$ cat src/rtl/core/lru_kvc_pkg.sv
// shared types and constants of the lru key-value cache
package lru_kvc_pkg;

	// default geometry
	localparam int ENTRIES_DEF    = 16;
	localparam int KEY_BITS_DEF   = 16;
	localparam int VALUE_BITS_DEF = 16;

	// capacity register
	localparam int            CAP_BITS  = 5;
	localparam logic [CAP_BITS-1:0] CAP_RESET = 5'd16;

	// command codes
	typedef enum logic {
		CMD_GET = 1'b0,
		CMD_PUT = 1'b1
	} cmd_t;

	// update broadcast from the pick logic to every slot
	typedef struct packed {
		logic upd;       // apply an update this cycle
		logic age_all;   // new entry: every valid slot ages by one
		logic set_valid; // target slot becomes valid
		logic wr_key;    // target slot takes the new key
		logic wr_value;  // target slot takes the new value
	} slot_cmd_t;

endpackage

$ cat src/rtl/core/lru_kvc_slot.sv
// one cache slot: key, value, valid flag, recency rank and key compare
module lru_kvc_slot
	import lru_kvc_pkg::*;
#(
	parameter int KEY_BITS   = KEY_BITS_DEF,
	parameter int VALUE_BITS = VALUE_BITS_DEF,
	parameter int RANK_BITS  = 4
) (
	input  logic                  clk,
	input  logic                  arst_n,
	input  slot_cmd_t             cmd,
	input  logic                  sel,
	input  logic [RANK_BITS-1:0]  old_rank,
	input  logic [KEY_BITS-1:0]   lookup_key,
	input  logic [VALUE_BITS-1:0] wr_value,
	output logic                  valid,
	output logic                  match,
	output logic [RANK_BITS-1:0]  rank,
	output logic [KEY_BITS-1:0]   key,
	output logic [VALUE_BITS-1:0] value
);

	logic                  valid_q;
	logic [RANK_BITS-1:0]  rank_q;
	logic [KEY_BITS-1:0]   key_q;
	logic [VALUE_BITS-1:0] value_q;

	// valid flag and recency rank
	always_ff @(posedge clk or negedge arst_n) begin
		if (!arst_n) begin
			valid_q <= 1'b0;
			rank_q  <= '0;
		end else if (cmd.upd) begin
			if (sel) begin
				rank_q <= '0;
				if (cmd.set_valid) begin
					valid_q <= 1'b1;
				end
			end else if (valid_q && (cmd.age_all || rank_q < old_rank)) begin
				rank_q <= rank_q + RANK_BITS'(1);
			end
		end
	end

	// stored pair, meaningful only while valid
	always_ff @(posedge clk) begin
		if (cmd.upd && sel && cmd.wr_key) begin
			key_q <= lookup_key;
		end
		if (cmd.upd && sel && cmd.wr_value) begin
			value_q <= wr_value;
		end
	end

	assign match = valid_q && (key_q == lookup_key);
	assign valid = valid_q;
	assign rank  = rank_q;
	assign key   = key_q;
	assign value = value_q;

endmodule

$ cat config.mk
export PLATFORM = sky130hd
export DESIGN_NAME = lru_kvc_slot
export DESIGN_NICKNAME = d
export VERILOG_FILES = /design/src/rtl/core/lru_kvc_pkg.sv /design/src/rtl/core/lru_kvc_slot.sv
export SDC_FILE = /design/constraint.sdc
export NUM_CORES = 1
export LEC_CHECK = 0
export BUFFER_PORTS_ARGS = -buffer_cell sky130_fd_sc_hd__buf_2
export CAP_MARGIN = 0
export CORE_AREA = 2 2 86 47
export CTS_BUF_LIST = sky130_fd_sc_hd__clkbuf_8
export CTS_CLUSTER_SIZE = 8
export DETAILED_ROUTE_END_ITERATION = 8
export DIE_AREA = 0 0 88 49
export PLACE_DENSITY = 0.89
export SYNTH_ARGS = -nofsm -noshare
export SYNTH_HDL_FRONTEND = slang
export SYNTH_SLANG_ARGS = --single-unit
$ cat constraint.sdc
create_clock -name clk -period 2 [get_ports clk]
set_clock_uncertainty 0.15 [all_clocks]
set_input_delay 0.6 -clock clk [delete_from_list [all_inputs] [get_ports clk]]
set_output_delay 0.6 -clock clk [all_outputs]
set_load 0.05 [all_outputs]
Word level (Yosys, flattened, before mapping)
Cells that the tools add are included.

word-level totals
  bits in registers = 37
  word-level logic and storage cells = 18

operators by class
  add/subtract/negate cells = 1
  magnitude comparators = 1
  equal/unequal tests = 1
  mux-type cells = 2
  reduce and logical (&&, ||, !) cells = 9

operators by type and width
  cell                                                            count
  16-bit == test                                                  1
  4-bit two-way mux                                               2
  1-bit logical AND                                               5
  4-bit by 1-bit adder with 4-bit output (second input constant)  1
  4-bit < comparator                                              1
  3-bit AND reduction                                             1
  2-bit AND reduction                                             1
  2-bit nonzero test                                              1
  1-bit logical OR                                                1

Logic depth before layout (Yosys ltp)
Gate-level depths: netlist of run 1.

  depth after elaboration = 5
  depth in mapped cells = 6
  depth with buffers taken out = 6

Least setup slack after synthesis of run 1
OpenSTA, ideal clock, no wires.

  path type = reg-to-output
  start point = register key_q[15] (netlist: key[15])
  end point = output match
  arrival = 2.160 ns
  required time = 1.250 ns
  path slack = -0.910 ns
  cell stages (with the launch flop) = 5
  buffers on the path = 0
  path through = edfxtp_1 xor2_1 nor4_1 nand4_1 nor4_2

between the ends
  word-level cells in the longest chain between the ends = 2

RTL lines
  what                      RTL line            RTL
  start: declaration        lru_kvc_slot.sv:25  logic [KEY_BITS-1:0] key_q;
  start signal: assignment  lru_kvc_slot.sv:48  key_q <= lookup_key;
  16-bit == test            lru_kvc_slot.sv:55  assign match = valid_q && (key_q == lookup_key);
  1-bit logical AND         lru_kvc_slot.sv:55
  end: declaration          lru_kvc_slot.sv:17  output logic match,

No other way between the ends.

Final worst setup path of run 1
  start point = input lookup_key[2]
  end point = output match

between the ends
  word-level cells in the longest chain between the ends = 2

RTL lines
  what                RTL line            RTL
  start: declaration  lru_kvc_slot.sv:14  input logic [KEY_BITS-1:0] lookup_key,
  16-bit == test      lru_kvc_slot.sv:55
  1-bit logical AND   lru_kvc_slot.sv:55

No other way between the ends.

==> results of run 1 <==
==> registers in the layout, summed over array words and instances, names as in the netlist <==
signal and cells:
valid 1, value 16, key 16, rank 4
==> power by group <==
group	internal, mW	total, mW	switching [mW]
Combinational	0.178	0.539	0.361
Clock	0.236	0.472	0.236
Sequential	0.903	0.963	0.0598
==> placed cells by master (no fill, tap or decap), types with 2 or more instances in the layout <==
| cell | n |
|---|---|
| clkbuf_8 | 5 |
| nand3_1 | 3 |
| xnor2_1 | 12 |
| xor2_1 | 4 |
| nand2b_1 | 2 |
| nor2b_1 | 2 |
| buf_4 | 5 |
| nand4b_1 | 2 |
| nand2_1 | 4 |
| clkinv_2 | 2 |
| buf_2 | 79 |
| buf_6 | 2 |
| edfxtp_1 | 32 |
| and3_1 | 2 |
| a21oi_1 | 2 |
| ha_1 | 4 |
| inv_1 | 6 |
| o211ai_1 | 3 |
| dfrtp_1 | 5 |
| nand4_1 | 3 |
==> metal layers <==
metal,wire [um],part of all wire [%]
met1,1580,47
met2,1370,41
met5,0,0
met3,413,12
met4,11,0.33
==> per-stage QoR <==
step / util [%] / area (um2) / instances / hold WS [ns]
5_1_grt: 61.2 / 2220 / 249 / 0.324
2_1_floorplan: - / 1580 / 101 / 0.154
6_report: 61.2 / 2220 / 249 / 0.345
3_5_place_dp: 58.1 / 2100 / 240 / 0.281
3_3_place_gp: 58.1 / 2100 / 240 / 0.278
4_1_cts: 61.0 / 2210 / 249 / 0.331
==> worst register-to-register path, delay by kind of cell, from the launching register on <==
kind	cells	cell delay [ns]
flip-flops	1	0.44
adder cells (fa/ha/maj)	1	0.31
AO/OA/AOI/OAI	4	0.75
==> path summary, 6_finish.rpt <==
| kind | start | end | slack (ns) | cells after the start |
|---|---|---|---|---|
| setup / recovery | lookup_key[2] | match | -0.47 | 6 |
| hold / removal | wr_value[7] | value[7]$_DFFE_PP_ | 0.34 | 1 |
| setup reg to reg | rank[2]$_DFFE_PN0P_ | rank[2]$_DFFE_PN0P_ | 0.24 | 5 |
| hold reg to reg | rank[2]$_DFFE_PN0P_ | rank[2]$_DFFE_PN0P_ | 0.47 | 2 |
| max in group asynchronous | arst_n | rank[2]$_DFFE_PN0P_ | 0.99 | 2 |
| min in group asynchronous | arst_n | rank[3]$_DFFE_PN0P_ | 0.56 | 2 |
==> cell families after synthesis <==
kind of cell	after synthesis
DFF	37
and+or+nand+nor	24
xor gates and xnor gates	16
AOI/OAI and AO/OA	13
buffers and inverters	7
adders and majority gates	4
==> final cells by class <==
| class | count | share of cell area [%] |
|---|---|---|
| Clock inverter | 3 | 0.621 |
| Tap cell | 54 | 3.05 |
| Timing Repair Buffer | 88 | 21.9 |
| Clock buffer | 5 | 3.11 |
| Sequential cell | 37 | 49.0 |
| Multi-Input combinational cell | 57 | 21.5 |
| Inverter | 5 | 0.847 |
==> what timing repair did <==
action | 4_1_cts | 5_1_grt
endpoints found under the setup margin | 1 | 1
hold buffers | 1 | 0
pin swaps | 1 | 1
gates resized for setup | 3 | 1
endpoints found under the hold margin | 5 | 0
==> reports/summary.txt, run 1 <==
Filler Cell Count -> 290
Cell Rows -> 16
Die H -> 49 um
CP required -> 1.25 ns
layout cells sized above 1 -> 52.3%
Yosys top cell by area -> edfxtp_1
via-per-instance ratio -> 4.66
remaining global-route overflow -> 0
PnR Total Power -> 1.97 mW
Max Slew Vio Count -> 0
Netlist cell types -> 30
GRT Util Overall -> 16.6%
crit-path cells -> buf_2, xor2_1, nor4_2, nand4_1, nor4_4, buf_6
effective utilization at floorplan -> 43.4%
failing checks -> setup timing
number of synthesized flops with an enable pin -> 32
clock sink count -> 37
initial antenna violation count -> 0
met3 track demand over resource -> 7.78%
max frequency -> 0.404 GHz
nets@finish -> 242
Worst EP arrival -> 1.72 ns
# setup viols final -> 1
Hold Fails Final Rpt -> 0
post-synthesis adder-cell area fraction -> 3.18%
Tightest Hold Check Type -> primary input to register
Worst Max-Slew Pin Slew -> 0.292 ns
Most used DFF post-synth -> edfxtp_1
M2 GR Usage -> 23.0%
CP top delay family -> simple AND/OR/NAND/NOR gates
die area -> 0.00431 mm2
input/output buffers -> 81
top fanout value on the critical path -> 2
post-synthesis cell count -> 101
Yosys top cell area share -> 61.1%
grt met1 use -> 22.9%
worst vdd ir -> 0.402 mV
die width -> 88 um
leakage -> 0.953 nW
Critical-path top delay cell -> nor4_2
slew margin rel. -> 80.3%
setup TNS -> -0.473 ns
Clk pin slew, worst setup/hold paths -> 0.07 ns
Final HPWL DP -> 2580 um
Buffers & Inverters on Critical Path -> 2
Post-DRT Antenna Nets -> 0
Detailed Route WL -> 3380 um
post-synthesis mux area share -> 0%
max cap viols -> 0
pwr/cell area -> 890 mW/mm2
# diodes -> 0
IO Pins -> 82
Seq/Total Area, Yosys -> 69.1%
Async SR Flop Fraction -> 13.5%
Synth Area in Compound Gates -> 7.16%
area of the multi-input gates -> 475 um2
latest clock arrival within the worst-skew pair -> 0.27 ns
H-tree lvl count -> 2
post-CTS setup buffers -> 0
Critical Path Max Stage Delay -> 0.28 ns
total CTS buffers -> 5
DRT Pass-1 Iters -> 4
Synth Net Count -> 149
Most Crowded Layer GR -> met2
post-synthesis register bit count -> 37
final worst path period share -> 124%
Synth top cells by count -> 32 x edfxtp_1, 12 x xnor2_1, 5 x dfrtp_1, 5 x inv_1
pin count of the biggest net entering global routing -> 17
synthesized area -> 0.00157 mm2
Area growth, synth to finish -> 40.9%
CP startpoint kind -> primary input
Remaining DRCs -> 0
Avg Inst Size Synth -> 15.6 um2
final weighted congestion in routability-driven placement -> 0.842
root buffer cell -> clkbuf_8
ranking of synthesized cells by area -> edfxtp_1 61%, dfrtp_1 8.0%, xnor2_1 6.7%
dominant cell by count in the synthesized netlist -> edfxtp_1
status -> finished, violations left
fin crit period -> 2.47 ns
CTS tree -> yes
CTS Buffer Depth -> 2
Sequential Area -> 0.00109 mm2
via count of the routed design -> 1160
Setup crit end kind -> output pin
xor/xnor cell area share of the yosys netlist -> 8.91%
warnings from Yosys -> 0
Synth Area in Simple Gates -> 10.0%
crit path kind -> primary input to output pin
Setup WS post-layout -> -0.473 ns
CORE AREA -> 0.00362 mm2
dpl ws -> -0.604 ns
vias in the first global route -> 1069
largest family of logic cells by synthesized area -> simple AND/OR/NAND/NOR gates
global-route wire length before repair -> 5260 um
initial DRC count -> 44
Wirelength per Cell -> 13.6 um
RSZ-0062 raised after global routing -> true
No activity file was read; power rests on OpenSTA's default activity.
==> inputs of run 2 (changes only) <==
Settings changed: PLACE_DENSITY 0.89 to 0.79.
==> run 2 against run 1 <==
- the run still ends with setup timing left
- die area unchanged
- sequential power about the same
- count of clock-buffer cells in the layout is the same
- sequential share of layout area up 0.70 points
- setup slack better by 0.0091 ns
- highest routed layer unchanged
- clock power increased by 4%
- combinational power fell by 3%
- hold slack got worse by 0.0032 ns
- critical path type unchanged
- maximum frequency up 0.37%
- sequential cell count is the same
- largest power group unchanged
- power is 0.25% higher
- global-route usage increased by 0.085 points
==> reports/summary.txt, run 2 (synthesis gave the netlist of run 1 again) <==
H-tree lvl count -> 2 (unchanged)
Worst Max-Slew Pin Slew -> 0.271 ns (was 0.292 ns)
Hold Crit Start -> wr_value[11] (was wr_value[7])
vias in the first global route -> 1149 (was 1069)
Cell Rows -> 16 (unchanged)
max cap viols -> 0 (unchanged)
Detailed Route WL -> 3380 um (about the same)
Worst EP arrival -> 1.71 ns (was 1.72 ns)
Placed Area -> 0.00207 mm2 (was 0.00210 mm2)
pwr/cell area -> 905 mW/mm2 (was 890 mW/mm2)
Final HPWL DP -> 2640 um (was 2580 um)
RSZ-0062 raised after global routing -> true (unchanged)
Tightest Hold Check Type -> primary input to register (unchanged)
Setup crit end kind -> output pin (unchanged)
clock sink count -> 37 (unchanged)
initial DRC count -> 52 (was 44)
Post-DRT Antenna Nets -> 0 (unchanged)
commonest non-fill, non-tap cell in the layout -> buf_2 (unchanged)
IO Pins -> 82 (unchanged)
remaining global-route overflow -> 0 (unchanged)
effective utilization at floorplan -> 43.4% (unchanged)
initial antenna violation count -> 0 (unchanged)
max frequency -> 0.406 GHz (was 0.404 GHz)
latest clock arrival within the worst-skew pair -> 0.28 ns (was 0.27 ns)
DRT Pass-1 Iters -> 4 (unchanged)
via-per-instance ratio -> 4.73 (was 4.66)
Setup WS post-layout -> -0.464 ns (was -0.473 ns)
# diodes -> 0 (unchanged)
Min Hold Slack -> 0.341 ns (was 0.345 ns)
Die H -> 49 um (unchanged)
CTS tree -> yes (unchanged)
via count of the routed design -> 1163 (was 1160)
most frequent cells in the layout -> 79 x buf_2, 32 x edfxtp_1, 12 x xnor2_1 (unchanged)
GRT Util Overall -> 16.6% (about the same)
Wirelength per Cell -> 13.7 um (was 13.6 um)
Max Slew Vio Count -> 0 (unchanged)
Clk pin slew, worst setup/hold paths -> 0.07 ns (about the same)
nets@finish -> 239 (was 242)
crit path kind -> primary input to output pin (unchanged)
post-CTS setup buffers -> 0 (unchanged)
CTS Buffer Depth -> 2 (unchanged)
die width -> 88 um (unchanged)
r2r startpoint -> rank[1]$_DFFE_PN0P_ (was rank[2]$_DFFE_PN0P_)
slew margin rel. -> 81.7% (was 80.3%)
root buffer cell -> clkbuf_8 (unchanged)
critical path startpoint -> lookup_key[2] (unchanged)
fin crit period -> 2.46 ns (was 2.47 ns)
status -> finished, violations left (unchanged)
input/output buffers -> 81 (unchanged)
top fanout value on the critical path -> 2 (unchanged)
CP required -> 1.25 ns (about the same)
die area -> 0.00431 mm2 (unchanged)
final weighted congestion in routability-driven placement -> 0.814 (was 0.842)
# setup viols final -> 1 (unchanged)
worst vdd ir -> 0.394 mV (was 0.402 mV)
failing checks -> setup timing (unchanged)
layout cells sized above 1 -> 52.1% (was 52.3%)
CP startpoint kind -> primary input (unchanged)
CORE AREA -> 0.00362 mm2 (unchanged)
post-route cell area -> 0.00218 mm2 (was 0.00222 mm2)
global-route wire length before repair -> 5360 um (was 5260 um)
Area growth, synth to finish -> 38.9% (was 40.9%)
total CTS buffers -> 5 (unchanged)
pin count of the biggest net entering global routing -> 17 (unchanged)
final worst path period share -> 123% (was 124%)
leakage -> 0.931 nW (was 0.953 nW)
Remaining DRCs -> 0 (unchanged)
Hold Fails Final Rpt -> 0 (unchanged)
[run 2: through the flow]
stage	setup slack (ns)	TNS (ns)	power, mW	utilization [%]	std cells
floorplan	-0.556	-0.556	1.35	-	101
global placement	-0.509	-0.509	1.48	57.1	237
detailed placement	-0.563	-0.602	1.50	57.1	237
CTS	-0.480	-0.480	2.00	60.1	246
global route	-0.583	-0.583	2.08	60.3	246
finish	-0.464	-0.464	1.98	60.3	246
[run 2: path summary, 6_finish.rpt]
check	to	slack, ns	cells after the start
min	value[11]$_DFFE_PP_	0.34	1
min in group asynchronous	rank[1]$_DFFE_PN0P_	0.54	2
max in group asynchronous	valid$_DFFE_PN0P_	1.02	2
max	match	-0.46	6
max reg2reg	rank[2]$_DFFE_PN0P_	0.22	5
min reg2reg	rank[2]$_DFFE_PN0P_	0.46	2
[run 2: worst max-delay path, cell delays in order]
cell	delay, ns
buf_2	0.11
xor2_1	0.17
nor4_2	0.28
nand4_1	0.18
nor4_4	0.18
buf_6	0.19
[run 2: where the power goes]
| group | switching [mW] | internal [mW] | leakage, nW |
|---|---|---|---|
| combinational | 0.356 | 0.169 | 0.531 |
| sequential | 0.0611 | 0.903 | 0.356 |
| clock | 0.249 | 0.240 | 0.0439 |
| total | 0.666 | 1.31 | 0.931 |
[run 2: cell type report]
| type | instances | area, um2 |
|---|---|---|
| timing repair buffer | 85 | 450 |
| inverter | 5 | 18.8 |
| multi-input combinational | 57 | 475 |
| clock buffer | 5 | 68.8 |
| fill | 297 | 1440 |
| tap | 54 | 67.6 |
| clock inverter | 3 | 17.5 |
| sequential | 37 | 1090 |
[run 2: what timing repair did]
action	in CTS	in global routing
hold buffers	1	0
resized for setup	3	1
setup endpoints to repair	1	1
endpoints found under the hold margin	5	0
pin swaps	0	1
[run 2: per-layer routing]
| metal | part of all wire, % | track usage [%] | vias up |
|---|---|---|---|
| met5 | 0 | 0 | - |
| met4 | 0.30 | 5.13 | 0 |
| met3 | 9.1 | 7.11 | 2 |
| met2 | 49 | 26.6 | 52 |
| met1 | 42 | 20.5 | 545 |
| li1 | - | - | 564 |
