===== config.mk =====
export PLATFORM = sky130hd
export DESIGN_NAME = lru_kvc_pick
export DESIGN_NICKNAME = d
export VERILOG_FILES = /design/src/rtl/core/lru_kvc_pkg.sv /design/src/rtl/core/lru_kvc_pick.sv
export SDC_FILE = /design/constraint.sdc
export NUM_CORES = 1
export LEC_CHECK = 0
export BUFFER_PORTS_ARGS = -buffer_cell sky130_fd_sc_hd__buf_2
export CAP_MARGIN = 20
export CORE_AREA = 5 5 262 264
export DETAILED_ROUTE_END_ITERATION = 6
export DIE_AREA = 0 0 267 269
export PLACE_DENSITY = 0.3
export SLEW_MARGIN = 30
export SYNTH_ARGS = -nofsm -noshare
export SYNTH_HDL_FRONTEND = slang
export SYNTH_SLANG_ARGS = --single-unit

===== constraint.sdc =====
create_clock -name vclk -period 5.3
set_input_delay 0.795 -clock vclk [all_inputs]
set_output_delay 0.795 -clock vclk [all_outputs]
set_load 0.01 [all_outputs]

===== src/rtl/core/lru_kvc_pkg.sv =====
// shared types and constants of the lru key-value cache
package lru_kvc_pkg;

	// default geometry
	localparam int ENTRIES_DEF    = 16;
	localparam int KEY_BITS_DEF   = 16;
	localparam int VALUE_BITS_DEF = 16;

	// capacity register
	localparam int            CAP_BITS  = 5;
	localparam logic [CAP_BITS-1:0] CAP_RESET = 5'd16;

	// command codes
	typedef enum logic {
		CMD_GET = 1'b0,
		CMD_PUT = 1'b1
	} cmd_t;

	// update broadcast from the pick logic to every slot
	typedef struct packed {
		logic upd;       // apply an update this cycle
		logic age_all;   // new entry: every valid slot ages by one
		logic set_valid; // target slot becomes valid
		logic wr_key;    // target slot takes the new key
		logic wr_value;  // target slot takes the new value
	} slot_cmd_t;

endpackage


===== src/rtl/core/lru_kvc_pick.sv =====
// slot selection: hit, free slot or victim, update command and result fields
module lru_kvc_pick
	import lru_kvc_pkg::*;
#(
	parameter  int ENTRIES    = ENTRIES_DEF,
	parameter  int KEY_BITS   = KEY_BITS_DEF,
	parameter  int VALUE_BITS = VALUE_BITS_DEF,
	localparam int RANK_BITS  = (ENTRIES > 1) ? $clog2(ENTRIES) : 1,
	localparam int OCC_BITS   = $clog2(ENTRIES + 1)
) (
	input  logic                                 active,
	input  logic                                 command,
	input  logic [CAP_BITS-1:0]                  capacity,
	input  logic [OCC_BITS-1:0]                  occupancy,
	input  logic [ENTRIES-1:0]                   valid_vec,
	input  logic [ENTRIES-1:0]                   match_vec,
	input  logic [ENTRIES-1:0][RANK_BITS-1:0]    rank_arr,
	input  logic [ENTRIES-1:0][KEY_BITS-1:0]     key_arr,
	input  logic [ENTRIES-1:0][VALUE_BITS-1:0]   value_arr,
	output logic [ENTRIES-1:0]                   target,
	output slot_cmd_t                            cmd,
	output logic [RANK_BITS-1:0]                 old_rank,
	output logic                                 occ_inc,
	output logic                                 hit,
	output logic [VALUE_BITS-1:0]                read_value,
	output logic                                 evicted,
	output logic [KEY_BITS-1:0]                  evicted_key
);

	localparam int CMP_BITS  = (OCC_BITS > CAP_BITS) ? OCC_BITS : CAP_BITS;

	logic                  is_put;
	logic                  any_hit;
	logic                  room;
	logic                  use_free;
	logic                  do_evict;
	logic [RANK_BITS-1:0]  last_rank;
	logic [ENTRIES-1:0]    hit_oh;
	logic [ENTRIES-1:0]    free_vec;
	logic [ENTRIES-1:0]    free_oh;
	logic [ENTRIES-1:0]    victim_vec;
	logic [ENTRIES-1:0]    victim_oh;
	logic [VALUE_BITS-1:0] hit_value;
	logic [KEY_BITS-1:0]   victim_key;
	logic [RANK_BITS-1:0]  target_rank;

	assign is_put    = (command == CMD_PUT);
	assign any_hit   = |match_vec;
	assign last_rank = RANK_BITS'(occupancy - OCC_BITS'(1));

	// least recent valid slot carries rank occupancy-1
	always_comb begin
		for (int i = 0; i < ENTRIES; i++) begin
			victim_vec[i] = valid_vec[i] && (rank_arr[i] == last_rank);
		end
	end

	// lowest-numbered slot of each kind
	assign free_vec  = ~valid_vec;
	assign hit_oh    = match_vec & (~match_vec + ENTRIES'(1));
	assign free_oh   = free_vec & (~free_vec + ENTRIES'(1));
	assign victim_oh = victim_vec & (~victim_vec + ENTRIES'(1));

	// room below the effective capacity (zero counts as one, clipped to the slot count)
	always_comb begin
		if (capacity == '0) begin
			room = (occupancy == '0);
		end else begin
			room = (CMP_BITS'(occupancy) < CMP_BITS'(capacity))
				&& (occupancy != OCC_BITS'(ENTRIES));
		end
	end

	assign use_free = is_put && !any_hit && room && (|free_vec);
	assign do_evict = is_put && !any_hit && !use_free && (|victim_oh);

	// target slot of the update
	always_comb begin
		if (any_hit) begin
			target = hit_oh;
		end else if (use_free) begin
			target = free_oh;
		end else if (do_evict) begin
			target = victim_oh;
		end else begin
			target = '0;
		end
	end

	// one-hot reads of the stored fields
	always_comb begin
		hit_value   = '0;
		victim_key  = '0;
		target_rank = '0;
		for (int i = 0; i < ENTRIES; i++) begin
			hit_value   = hit_value   | (value_arr[i] & {VALUE_BITS{hit_oh[i]}});
			victim_key  = victim_key  | (key_arr[i]   & {KEY_BITS{victim_oh[i]}});
			target_rank = target_rank | (rank_arr[i]  & {RANK_BITS{target[i]}});
		end
	end

	// update broadcast
	always_comb begin
		cmd.upd       = active && (any_hit || is_put);
		cmd.age_all   = use_free;
		cmd.set_valid = use_free;
		cmd.wr_key    = use_free || do_evict;
		cmd.wr_value  = is_put;
	end

	assign old_rank = target_rank;
	assign occ_inc  = active && use_free;

	// result fields
	assign hit         = any_hit;
	assign read_value  = (any_hit && !is_put) ? hit_value : '0;
	assign evicted     = do_evict;
	assign evicted_key = do_evict ? victim_key : '0;

endmodule


* Yosys cells after proc, flatten, opt, wreduce, memory -nomap -nowiden *
Cells that the tools add are included.

cells by class
  multiply operators = 0
  muxes and demuxes = 6
  divide/modulo/power cells = 0
  order comparisons = 1
  shift-type cells = 0
  bitwise operators = 100
  add/sub/neg operators = 4
  reduce and logical (&&, ||, !) cells = 35
  equal/unequal tests = 17

operator list
  cell                                                                 number
  16-bit AND                                                           35
  16-bit OR                                                            30
  16-bit 2-to-1 mux                                                    5
  4-bit AND                                                            16
  4-bit equality test                                                  16
  16-bit NOT                                                           4
  4-bit OR                                                             15
  16-bit by 1-bit adder with 16-bit output (second input constant)     3
  16-bit OR reduction                                                  3
  1-bit logical AND                                                    25
  5-bit logical NOT                                                    2
  5-bit < comparator                                                   1
  5-bit inequality test (second input constant)                        1
  4-bit by 1-bit subtractor with 4-bit output (second input constant)  1
  1-bit logical NOT                                                    3
  1-bit logical OR                                                     2
  1-bit 2-to-1 mux                                                     1

storage, ports and cells
  memory bits (writable) = 0
  bits in read-only memories = 0
  flip-flop bits (word level) = 0
  word-level logic and storage cells = 163
  input bits = 620
  memories kept = 0
  bits in latches = 0

* Longest topological paths before layout *
Gate-level depths: netlist (run 1).

  depth in word-level cells = 27
  depth in mapped cells = 17

* Least setup slack after synthesis (run 1) *
OpenSTA, ideal clock, no wires.

  path type = input to output
  from = input occupancy[0]
  to = output old_rank[2]
  slack = 0.601 ns
  arrival time = 3.904 ns
  required time = 4.505 ns
  stages = 13
  path buffers = 3
  cell sequence = buf_4 > buf_4 > inv_1 > ha_1 > buf_4 > nor3b_1 > mux2_2 > nor3_2 > nor2_1 > and2_1 > a32o_1 > a2111oi_0 > nand3_1

on the way
  longest elaborated chain between the ends = 27

RTL lines
  element                                                                               line                                    source
  start: declaration                                                                    lru_kvc_pick.sv:14                      input logic [OCC_BITS-1:0] occupancy,
  4-bit by 1-bit subtractor with 4-bit output, or another cell as far along             lru_kvc_pick.sv:49                      assign last_rank = RANK_BITS'(occupancy - OCC_BITS'(1));
  4-bit equality test / 1-bit logical AND (equally long branches)                       lru_kvc_pick.sv:54, lru_kvc_pick.sv:70
  1-bit logical AND / 1-bit 2-to-1 mux (equally long branches)                          lru_kvc_pick.sv:54, lru_kvc_pick.sv:66
  16-bit NOT / 1-bit logical AND (equally long branches)                                lru_kvc_pick.sv:62, lru_kvc_pick.sv:74
  16-bit by 1-bit adder with 16-bit output / 1-bit logical AND (equally long branches)  lru_kvc_pick.sv:62, lru_kvc_pick.sv:74
  16-bit AND / 1-bit logical NOT (equally long branches)                                lru_kvc_pick.sv:62, lru_kvc_pick.sv:75
  16-bit OR reduction / 1-bit logical AND (equally long branches)                       lru_kvc_pick.sv:75                      assign do_evict = is_put && !any_hit && !use_free && (|victim_oh);
  1-bit logical AND                                                                     lru_kvc_pick.sv:75
  16-bit 2-to-1 mux                                                                     lru_kvc_pick.sv:83                      end else if (do_evict) begin
  16-bit 2-to-1 mux (*)                                                                 lru_kvc_pick.sv:81                      end else if (use_free) begin
  16-bit 2-to-1 mux (*)                                                                 lru_kvc_pick.sv:79                      if (any_hit) begin
  4-bit AND                                                                             lru_kvc_pick.sv:98                      target_rank = target_rank | (rank_arr[i] & {RANK_BITS{target[i]}});
  4-bit OR (14 in series)                                                               lru_kvc_pick.sv:98
  4-bit OR (*)                                                                          lru_kvc_pick.sv:98
  end: declaration                                                                      lru_kvc_pick.sv:22                      output logic [RANK_BITS-1:0] old_rank,

Mark *: on every way between the ends. The rest lies on a longest branch, timed or not.

* Worst setup path in the final report (run 1) *
  from = input occupancy[0]
  to = output target[3]

on the way
  longest elaborated chain between the ends = 11

RTL lines
  element                                                                               line                                    source
  4-bit by 1-bit subtractor with 4-bit output, or another cell as far along             lru_kvc_pick.sv:49
  4-bit equality test / 1-bit logical AND (equally long branches)                       lru_kvc_pick.sv:54, lru_kvc_pick.sv:70
  1-bit logical AND / 1-bit 2-to-1 mux (equally long branches)                          lru_kvc_pick.sv:54, lru_kvc_pick.sv:66
  16-bit NOT / 1-bit logical AND (equally long branches)                                lru_kvc_pick.sv:62, lru_kvc_pick.sv:74
  16-bit by 1-bit adder with 16-bit output / 1-bit logical AND (equally long branches)  lru_kvc_pick.sv:62, lru_kvc_pick.sv:74
  16-bit AND / 1-bit logical NOT (equally long branches)                                lru_kvc_pick.sv:62, lru_kvc_pick.sv:75
  16-bit OR reduction / 1-bit logical AND (equally long branches)                       lru_kvc_pick.sv:75
  1-bit logical AND                                                                     lru_kvc_pick.sv:75
  16-bit 2-to-1 mux                                                                     lru_kvc_pick.sv:83
  16-bit 2-to-1 mux (*)                                                                 lru_kvc_pick.sv:81
  16-bit 2-to-1 mux (*)                                                                 lru_kvc_pick.sv:79
  end: declaration                                                                      lru_kvc_pick.sv:20                      output logic [ENTRIES-1:0] target,

Marked as above.

==> results of run 1 <==
## kinds of logic after synthesis
| logic type | synth area share, % |
|---|---|
| simple gates | 28.27 |
| mux | 0.6846 |
| buf+inv | 8.377 |
| compound gates | 46.94 |
| xor+xnor | 14.72 |
| fa+ha+maj | 1.007 |
## critical path: stages
cell and delay (ps):
buf_2 110, buf_4 250, nor3_4 230, buf_4 240
buf_4 200, xnor3_1 200, or3_1 380, a311oi_1 410
nor3_1 90, nand2b_1 180, buf_4 230, o21ai_0 680
buf_2 270
## through the flow
| stage | hold slack [ps] | worst slack [ps] | power, mW |
|---|---|---|---|
| final | 1923 | 225.6 | 0.8264 |
| after detailed placement | 1923 | 139.7 | 0.8098 |
| after global routing | 1937 | 54.66 | 0.8824 |
| after floorplan | 1682 | 600.9 | 0.3270 |
| after global placement | 1922 | 94.46 | 0.8142 |
| after CTS | 1923 | 131.1 | 0.8132 |
## power by group
part / leakage (nW) / switching [mW] / internal [mW]
Clock: 0.000122 / 0 / 0.000000373
Combinational: 5.31 / 0.452 / 0.374
Sequential: 0 / 0 / 0
## cell usage in the layout, fill, tap and decap left out, types with 5 or more instances in the layout
cell / n
a22oi_1: 69
a31oi_1: 24
a41o_1: 5
and2_1: 8
nand4_1: 16
nand2b_1: 5
buf_4: 76
and3_1: 10
ha_1: 5
nor4_1: 6
buf_2: 680
xnor2_1: 12
diode_2: 20
a222oi_1: 54
and4_1: 8
a21oi_1: 25
o211ai_1: 10
nor2_1: 61
xor2_1: 34
nand4b_1: 5
nand2_1: 105
nand3_1: 49
xnor3_1: 22
a32oi_1: 8
or3_1: 6
inv_1: 40
a221oi_1: 92
o21ai_0: 32
nor3_1: 17
a21boi_0: 8
## final cells by class
cell class / instances / area (um2) / area share, %
diodes: 20 / 50.05 / 0.4498
inverters: 42 / 157.7 / 1.417
multi-input cells: 781 / 5772 / 51.88
well taps: 873 / 1092 / 9.818
repair buffers: 760 / 4054 / 36.44
## how the worst max path moves through the flow
stage / start / to / slack (ps) / depth (start not counted)
floorplan: occupancy[0] / old_rank[2] / 600 / 13
detailed placement: occupancy[1] / old_rank[2] / 140 / 14
global placement: occupancy[0] / old_rank[2] / 90 / 13
global route: occupancy[0] / old_rank[2] / 50 / 16
finish: occupancy[0] / target[3] / 230 / 13
CTS: occupancy[1] / old_rank[2] / 130 / 14
## per-layer routing
metal / vias up / global-route usage (%)
met5: - / 0
met4: 34 / 0.8721
met3: 76 / 6.141
met2: 647 / 27.35
met1: 5665 / 28.90
li1: 5131 / -
## timing repair
action | in CTS | in global routing
setup buffers | 0 | 0
hold endpoints to repair | 0 | 0
setup endpoints to repair | 0 | 2
resized for setup | 0 | 4
==> impl_results.md, run 1 <==
* Setup TNS at 0 ps
* Initial Util at under 10%
* Antenna viol nets, final at 0
* Critical Path AT at 4280 ps
* Synth top area cells: a221oi_1 13%, a222oi_1 8.7%, a22oi_1 8.3%, xnor3_1 8.0%, nand2_1 6.3%
* Slew headroom at between 30% and 40%
* Crit path kind: in -> out
* Cell variety after synth at 75
* DR vias at around 12,000
* Total gr overflow at 0
* Placed cell count at 2,455
* Synth cell count leaders: 105 x nand2_1, 92 x a221oi_1, 69 x a22oi_1, 62 x nor2_1, 54 x a222oi_1
* Final setup violation count at 0
* RSZ-0062 raised after global routing: no
* Area delta synth->final at 79.06%
* Mapped Area at about 6200 um2
* Cell area after layout at roughly 11,000 um2
* Largest net degree at the start of global routing at 36
* Die X at between 200 and 300 um
* Metal-1 WL at between 30,000 and 40,000 um
* DR pass1 iterations at 7
* CTS Hold Bufs at 0
* Hold_sp: command
* Failing checks: design-rule violations
* Final net count at approximately 2,200
* Register area at 0 um2
* Seq_cells at 0
* Data required, critical path at 4510 ps
* Placed Area at ~11,000 um2
* DR vias/cell at around 4.7
* Post-route DRC violation count at 5
* Post-layout min period at 5074 ps
* Min-Delay Path Depth at 2
* Outcome: complete, but fails checks
* Worst-Margin Slew at 921.6 ps
* Die height at 269 um
* Boundary Pins at 680
* # rows at 95
* Filler instances at a little under 8,000
* Syn_nets at ~1,500
* Std-Cell Core Area at roughly 66,000 um2
* Vias in the first global route at between 10,000 and 15,000
* Peak VDD IR at ~0.02 mV
* CP Launch Type: input port
* Min-Delay Endpoint: cmd[0]
* Die area at about 70,000 um2
* Register area share after synthesis at 0%
* Fin cells at roughly 2,500
* Port Buffer Count at 680
* Layout clock buffer count at 0
* Starting DRT DRC Count at ~1,500
* Utilization after layout at 16.77%
* DPL Wire Length at 67,140 um
* Hold crit path type: in -> out
* Fmax at between 0.15 and 0.2 GHz
* Post-synthesis cell count at roughly 900
* Max-cap violation count at 0
* First-pass GRT wire length at ~97,000 um
* Tot GR Track Use at a little under a fifth
* Share of cells above drive strength 1 at roughly half
* Static Leakage at approximately 5.3 nW
* Top sig layer: met5
* Final worst-path cycle share at 95.74%
* Maximum fanout along the worst path at 19
* Post-synth top area share at 12.97%
* Number of synthesis warnings at 0
* Slew Limit Fails at 0
* Final hold violation count at 0
* Metal3 WL at ~7700 um
* Detailed Route WL at ~75,000 um
* Syn_area_per_cell at 6.896 um2
* Initial antenna violation count at 42
* Met2 WL post-DR at 31,690 um
* Pwr Density at roughly 74 nW/um2
* DR WL/cell at ~30 um
* Count leader, synth: nand2_1
* Gpl congestion at about 0.95
* Crit. End Element: output pin
* Synth area leader: a221oi_1
No activity file was read; power rests on OpenSTA's default activity.
==> run 2: changes to the inputs <==
PLACE_DENSITY = not set   (was 0.3)
PLACE_DENSITY_LB_ADDON = 0.08   (was not set)
==> run 2 against run 1 <==
Against the previous run: the run still ends with design-rule violations left; combinational power shrank 1%; setup slack lost 4.5 ps; total power shrank 1.4%; final area shrank 0.44%; die area is the same; critical endpoint is now evicted_key[15]; highest routed layer unchanged.
==> impl_results.md, run 2 (synthesis results as in run 1) <==
* Final hold violation count at 0
* DR WL/cell at slightly below 30 um
* Seq_cells at 0
* Crit path kind: in -> out
* Placed cell count at 2,451
* Setup TNS at 0 ps
* Fin cells at between 2,000 and 2,500
* Detailed Route WL at roughly 73,000 um
* Slew headroom at 35.73%
* GR Layer Usage met2 at 30.14%
* DPL Wire Length at 64,740 um
* Peak VDD IR at between 0.015 and 0.02 mV
* Critical Path AT at 4280 ps
* DR vias at 11,290
* Commonest non-fill, non-tap cells in the layout: 681 x buf_2, 105 x nand2_1, 91 x a221oi_1, 70 x buf_4, 69 x a22oi_1
* Starting DRT DRC Count at about 1,300
* Filler instances at between 7,000 and 8,000
* Most Used Layer, Global Route: met2
* DR vias/cell at approximately 4.6
* First-pass GRT wire length at around 95,000 um
* CTS Hold Bufs at 0
* Hold crit path type: in -> out
* Outcome: complete, but fails checks
* Tot GR Track Use at a little under a fifth
* Multi-input logic area at 5771 um2
* Post-layout min period at approximately 5000 ps
* Register area at 0 um2
* Static Leakage at between 5 and 6 nW
* Pwr Density at about 74 nW/um2
* # rows at 95
* Boundary Pins at a little under 700
* Post-CTS Setup Inserts at 0
* Area delta synth->final at 78.27%
* Most common cell after layout, fill and taps aside: buf_2
* Worst-Margin Slew at 964.1 ps
* Final setup violation count at 0
* Std-Cell Core Area at between 60,000 and 70,000 um2
* Initial antenna violation count at 26
* Initial Util at 9.368%
* Vias in the first global route at approximately 11,000
* Met1 usage at a little over a quarter
* Die area at 71,820 um2
* GR Util met3 at 3.166%
* Gpl congestion at between 0.8 and 0.9
* Slew Limit Fails at 0
* Fmax at approximately 0.20 GHz
* Maximum fanout along the worst path at 11
* CP Launch Type: input port
* Final worst-path cycle share at 95.83%
* Max-cap violation count at 0
* Share of cells above drive strength 1 at about half
* Final net count at between 2,000 and 2,500
* Die X at roughly 270 um
* Largest net degree at the start of global routing at 36
* Total gr overflow at 0
* RSZ-0062 raised after global routing: no
* Layout clock buffer count at 0
* DR pass1 iterations at 7
* Die height at 269 um
* Antenna viol nets, final at 0
* Post-route DRC violation count at 3
* PostCTS Resize Cnt at 0
* Failing checks: design-rule violations
* Port Buffer Count at between 600 and 700
* Min-Delay Path Depth at 3
* Data required, critical path at 4510 ps
* Crit. End Element: output pin
* Hold WS at 1937 ps
-- run 2: final cells by class --
type,instances,share of cell area (%)
Multi-Input combinational cell,781,52.10
Timing Repair Buffer,756,36.42
Tap cell,873,9.861
Inverter,42,1.423
Antenna cell,9,0.2033
-- run 2: worst paths after layout --
kind / end / startpoint / slack (ps)
setup / recovery: evicted_key[15] / occupancy[1] / 220
hold / removal: occ_inc / active / 1940
-- run 2: routing by layer --
metal | wire length [um] | part of all wire (%) | up-vias
met5 | 91 | 0.12 | -
met2 | 34260 | 47 | 517
met1 | 33540 | 46 | 5607
met4 | 590 | 0.81 | 16
li1 | - | - | 5097
met3 | 4537 | 6.2 | 56
-- run 2: per-stage QoR --
| stage | setup slack, ps | util [%] | total power [mW] | instance area, um2 |
|---|---|---|---|---|
| global placement | 229.2 | 16.65 | 0.8122 | 11040 |
| CTS | 218.3 | 16.65 | 0.8080 | 11040 |
| finish | 221.1 | 16.70 | 0.8145 | 11080 |
| global route | 15.92 | 16.68 | 0.8734 | 11060 |
| detailed placement | 225.5 | 16.65 | 0.8040 | 11040 |
| floorplan | 600.9 | - | 0.3270 | 6213 |
-- run 2: worst max-delay path, stage by stage --
cell      delay [ps]
buf_2            200
inv_1             70
ha_1             400
buf_4            200
xor2_1           180
and4_1           280
a211oi_2         110
buf_4            210
buf_4            170
a22oi_1          120
o21ai_0          110
a221oi_1         540
nand3_1          320
a221oi_1         290
a31oi_1          110
buf_2            160
-- run 2: where the power goes --
group	internal, mW	switching (mW)
Clock	0.000000228	0
Combinational	0.373	0.442
Sequential	0	0
Total	0.373	0.442
==> run 3: changes to the inputs <==
PLACE_DENSITY = 0.36   (was not set)
PLACE_DENSITY_LB_ADDON = not set   (was 0.08)
==> run 3 against run 2 <==
Against the previous run: the run ends with design-rule violations, negative setup slack left; die area is the same; non-clock buffer count down 5; clock-buffer cell count unchanged; critical path type unchanged; hold slack worse by 27 ps; setup slack got worse by 220 ps; largest power group unchanged; global-route usage up 0.20 points; first-iteration DRC count up 31%; sequential share of layout area did not move.
==> impl_results.md, run 3 (synthesis results as in run 1) <==
* Outcome: complete, but fails checks
* Failing checks: design-rule violations, negative setup slack
* Power share of the combinational group at between 90% and 100%
* Total gr overflow at 0
* Std-Cell Core Area at 66,330 um2
* DR WL/cell at 30.18 um
* Gpl congestion at about 1
* Commonest non-fill, non-tap cells in the layout: 681 x buf_2, 105 x nand2_1, 90 x a221oi_1, 69 x a22oi_1, 68 x buf_4
* Data required, critical path at around 4500 ps
* Antenna viol nets, final at 0
* Seq_cells at 0
* RSZ-0062 raised after global routing: yes
* Tot GR Track Use at about a fifth
* Post-layout min period at about 5300 ps
* # rows at 95
* Largest net degree at the start of global routing at 36
* Final setup violation count at 1
* Most common cell after layout, fill and taps aside: buf_2
* Die area at 71,820 um2
* Internal at 0.3724 mW
* Peak VDD IR at around 0.027 mV
* Final Power at 0.8446 mW
* Share of cells above drive strength 1 at about 50%
* Crit path kind: in -> out
* DR vias/cell at between 4 and 5
* Port Buffer Count at 680
* Slew headroom at between 20% and 30%
* CP Launch Type: input port
* Pwr Density at about 77 nW/um2
* Starting DRT DRC Count at roughly 1,700
* Initial Util at under 10%
* Die X at approximately 270 um
* Final hold violation count at 0
* Detailed Route WL at 74,360 um
* Post-CTS Setup Inserts at 0
* PnR worst setup slack at -2.496 ps
* Hold WS at around 1900 ps
* Die height at 269 um
* Fmax at between 0.15 and 0.2 GHz
* Final net count at 2,201
* DPL Wire Length at ~66,000 um
* Initial antenna violation count at 42
* Area delta synth->final at 77.49%
* Critical Path AT at between 4000 and 5000 ps
* Utilization after layout at 16.63%
* Sw frac at roughly 56%
* Power share of the clock group at 0%
* DR pass1 iterations at 7
* Final worst-path cycle share at 100.0%
* Vias in the first global route at roughly 11,000
* Slew Limit Fails at 0
* Crit. End Element: output pin
* Register area at 0 um2
* Max-cap violation count at 0
* Sw power at 0.4722 mW
* Post-route DRC violation count at 22
* Filler instances at 7,833
* Sequential share of power at 0%
* Boundary Pins at between 600 and 700
* Worst-Margin Slew at ~1100 ps
* Hold crit path type: in -> out
* Layout clock buffer count at 0
* Static Leakage at 5.259 nW
* Maximum fanout along the worst path at 16
* CTS Hold Bufs at 0
* DR vias at 11,790
* First-pass GRT wire length at 95,290 um
-- run 3: path summary, 6_finish.rpt --
path | slack, ps | to | start | cells after the start
worst min-delay path | 1910 | cmd[0] | command | 2
worst max-delay path | -2 | evicted_key[2] | occupancy[1] | 15
-- run 3: repair_timing --
item	CTS	global route
hold endpoints to repair	0	0
gates resized for setup	1	2
pin swaps	0	0
endpoints found under the setup margin	1	5
-- run 3: per-stage QoR --
| step | setup slack, ps | instances | TNS [ps] | instance area [um2] |
|---|---|---|---|---|
| 6_report | -2.496 | 2464 | -2.496 | 11030 |
| 5_1_grt | -117.4 | 2453 | -245.2 | 11000 |
| 4_1_cts | 81.01 | 2447 | 0 | 10970 |
| 3_5_place_dp | -20.96 | 2447 | -20.96 | 10970 |
| 3_3_place_gp | -41.73 | 2446 | -41.73 | 10960 |
| 2_1_floorplan | 600.9 | 901 | 0 | 6213 |
-- run 3: metal layers --
| layer | vias up | part of all wire, % | GRT usage [%] | wire (um) |
|---|---|---|---|---|
| met4 | 26 | 0.60 | 0.7614 | 445 |
| li1 | 5093 | - | - | - |
| met5 | - | 0.19 | 0 | 145 |
| met3 | 68 | 12 | 6.780 | 8573 |
| met1 | 5838 | 48 | 29.86 | 36020 |
| met2 | 761 | 39 | 24.59 | 29180 |
-- run 3: layout make-up --
type	count	area, um2	share of cell area, %
repair buffers	751	3959	35.90
multi-input cells	781	5777	52.38
well taps	873	1092	9.905
inverters	42	157.7	1.430
diodes	17	42.54	0.3857
-- run 3: power groups by stage --
stage / registers (mW) / logic (mW) / clock network [mW]
6_report: 0 / 0.845 / 0.000000448
5_1_grt: 0 / 0.887 / 0.000000152
4_1_cts: 0 / 0.821 / 0
3_5_place_dp: 0 / 0.816 / 0
3_3_place_gp: 0 / 0.818 / 0
2_1_floorplan: 0 / 0.327 / 0
-- run 3: critical path, stage by stage --
cell,delay (ps)
buf_2,190
inv_1,80
ha_1,270
buf_4,320
xor2_1,180
nand4_1,180
buf_4,200
o22ai_1,360
nor4_2,120
buf_4,230
a221oi_1,610
nand3_1,360
a221oi_1,300
a31oi_1,120
buf_2,160
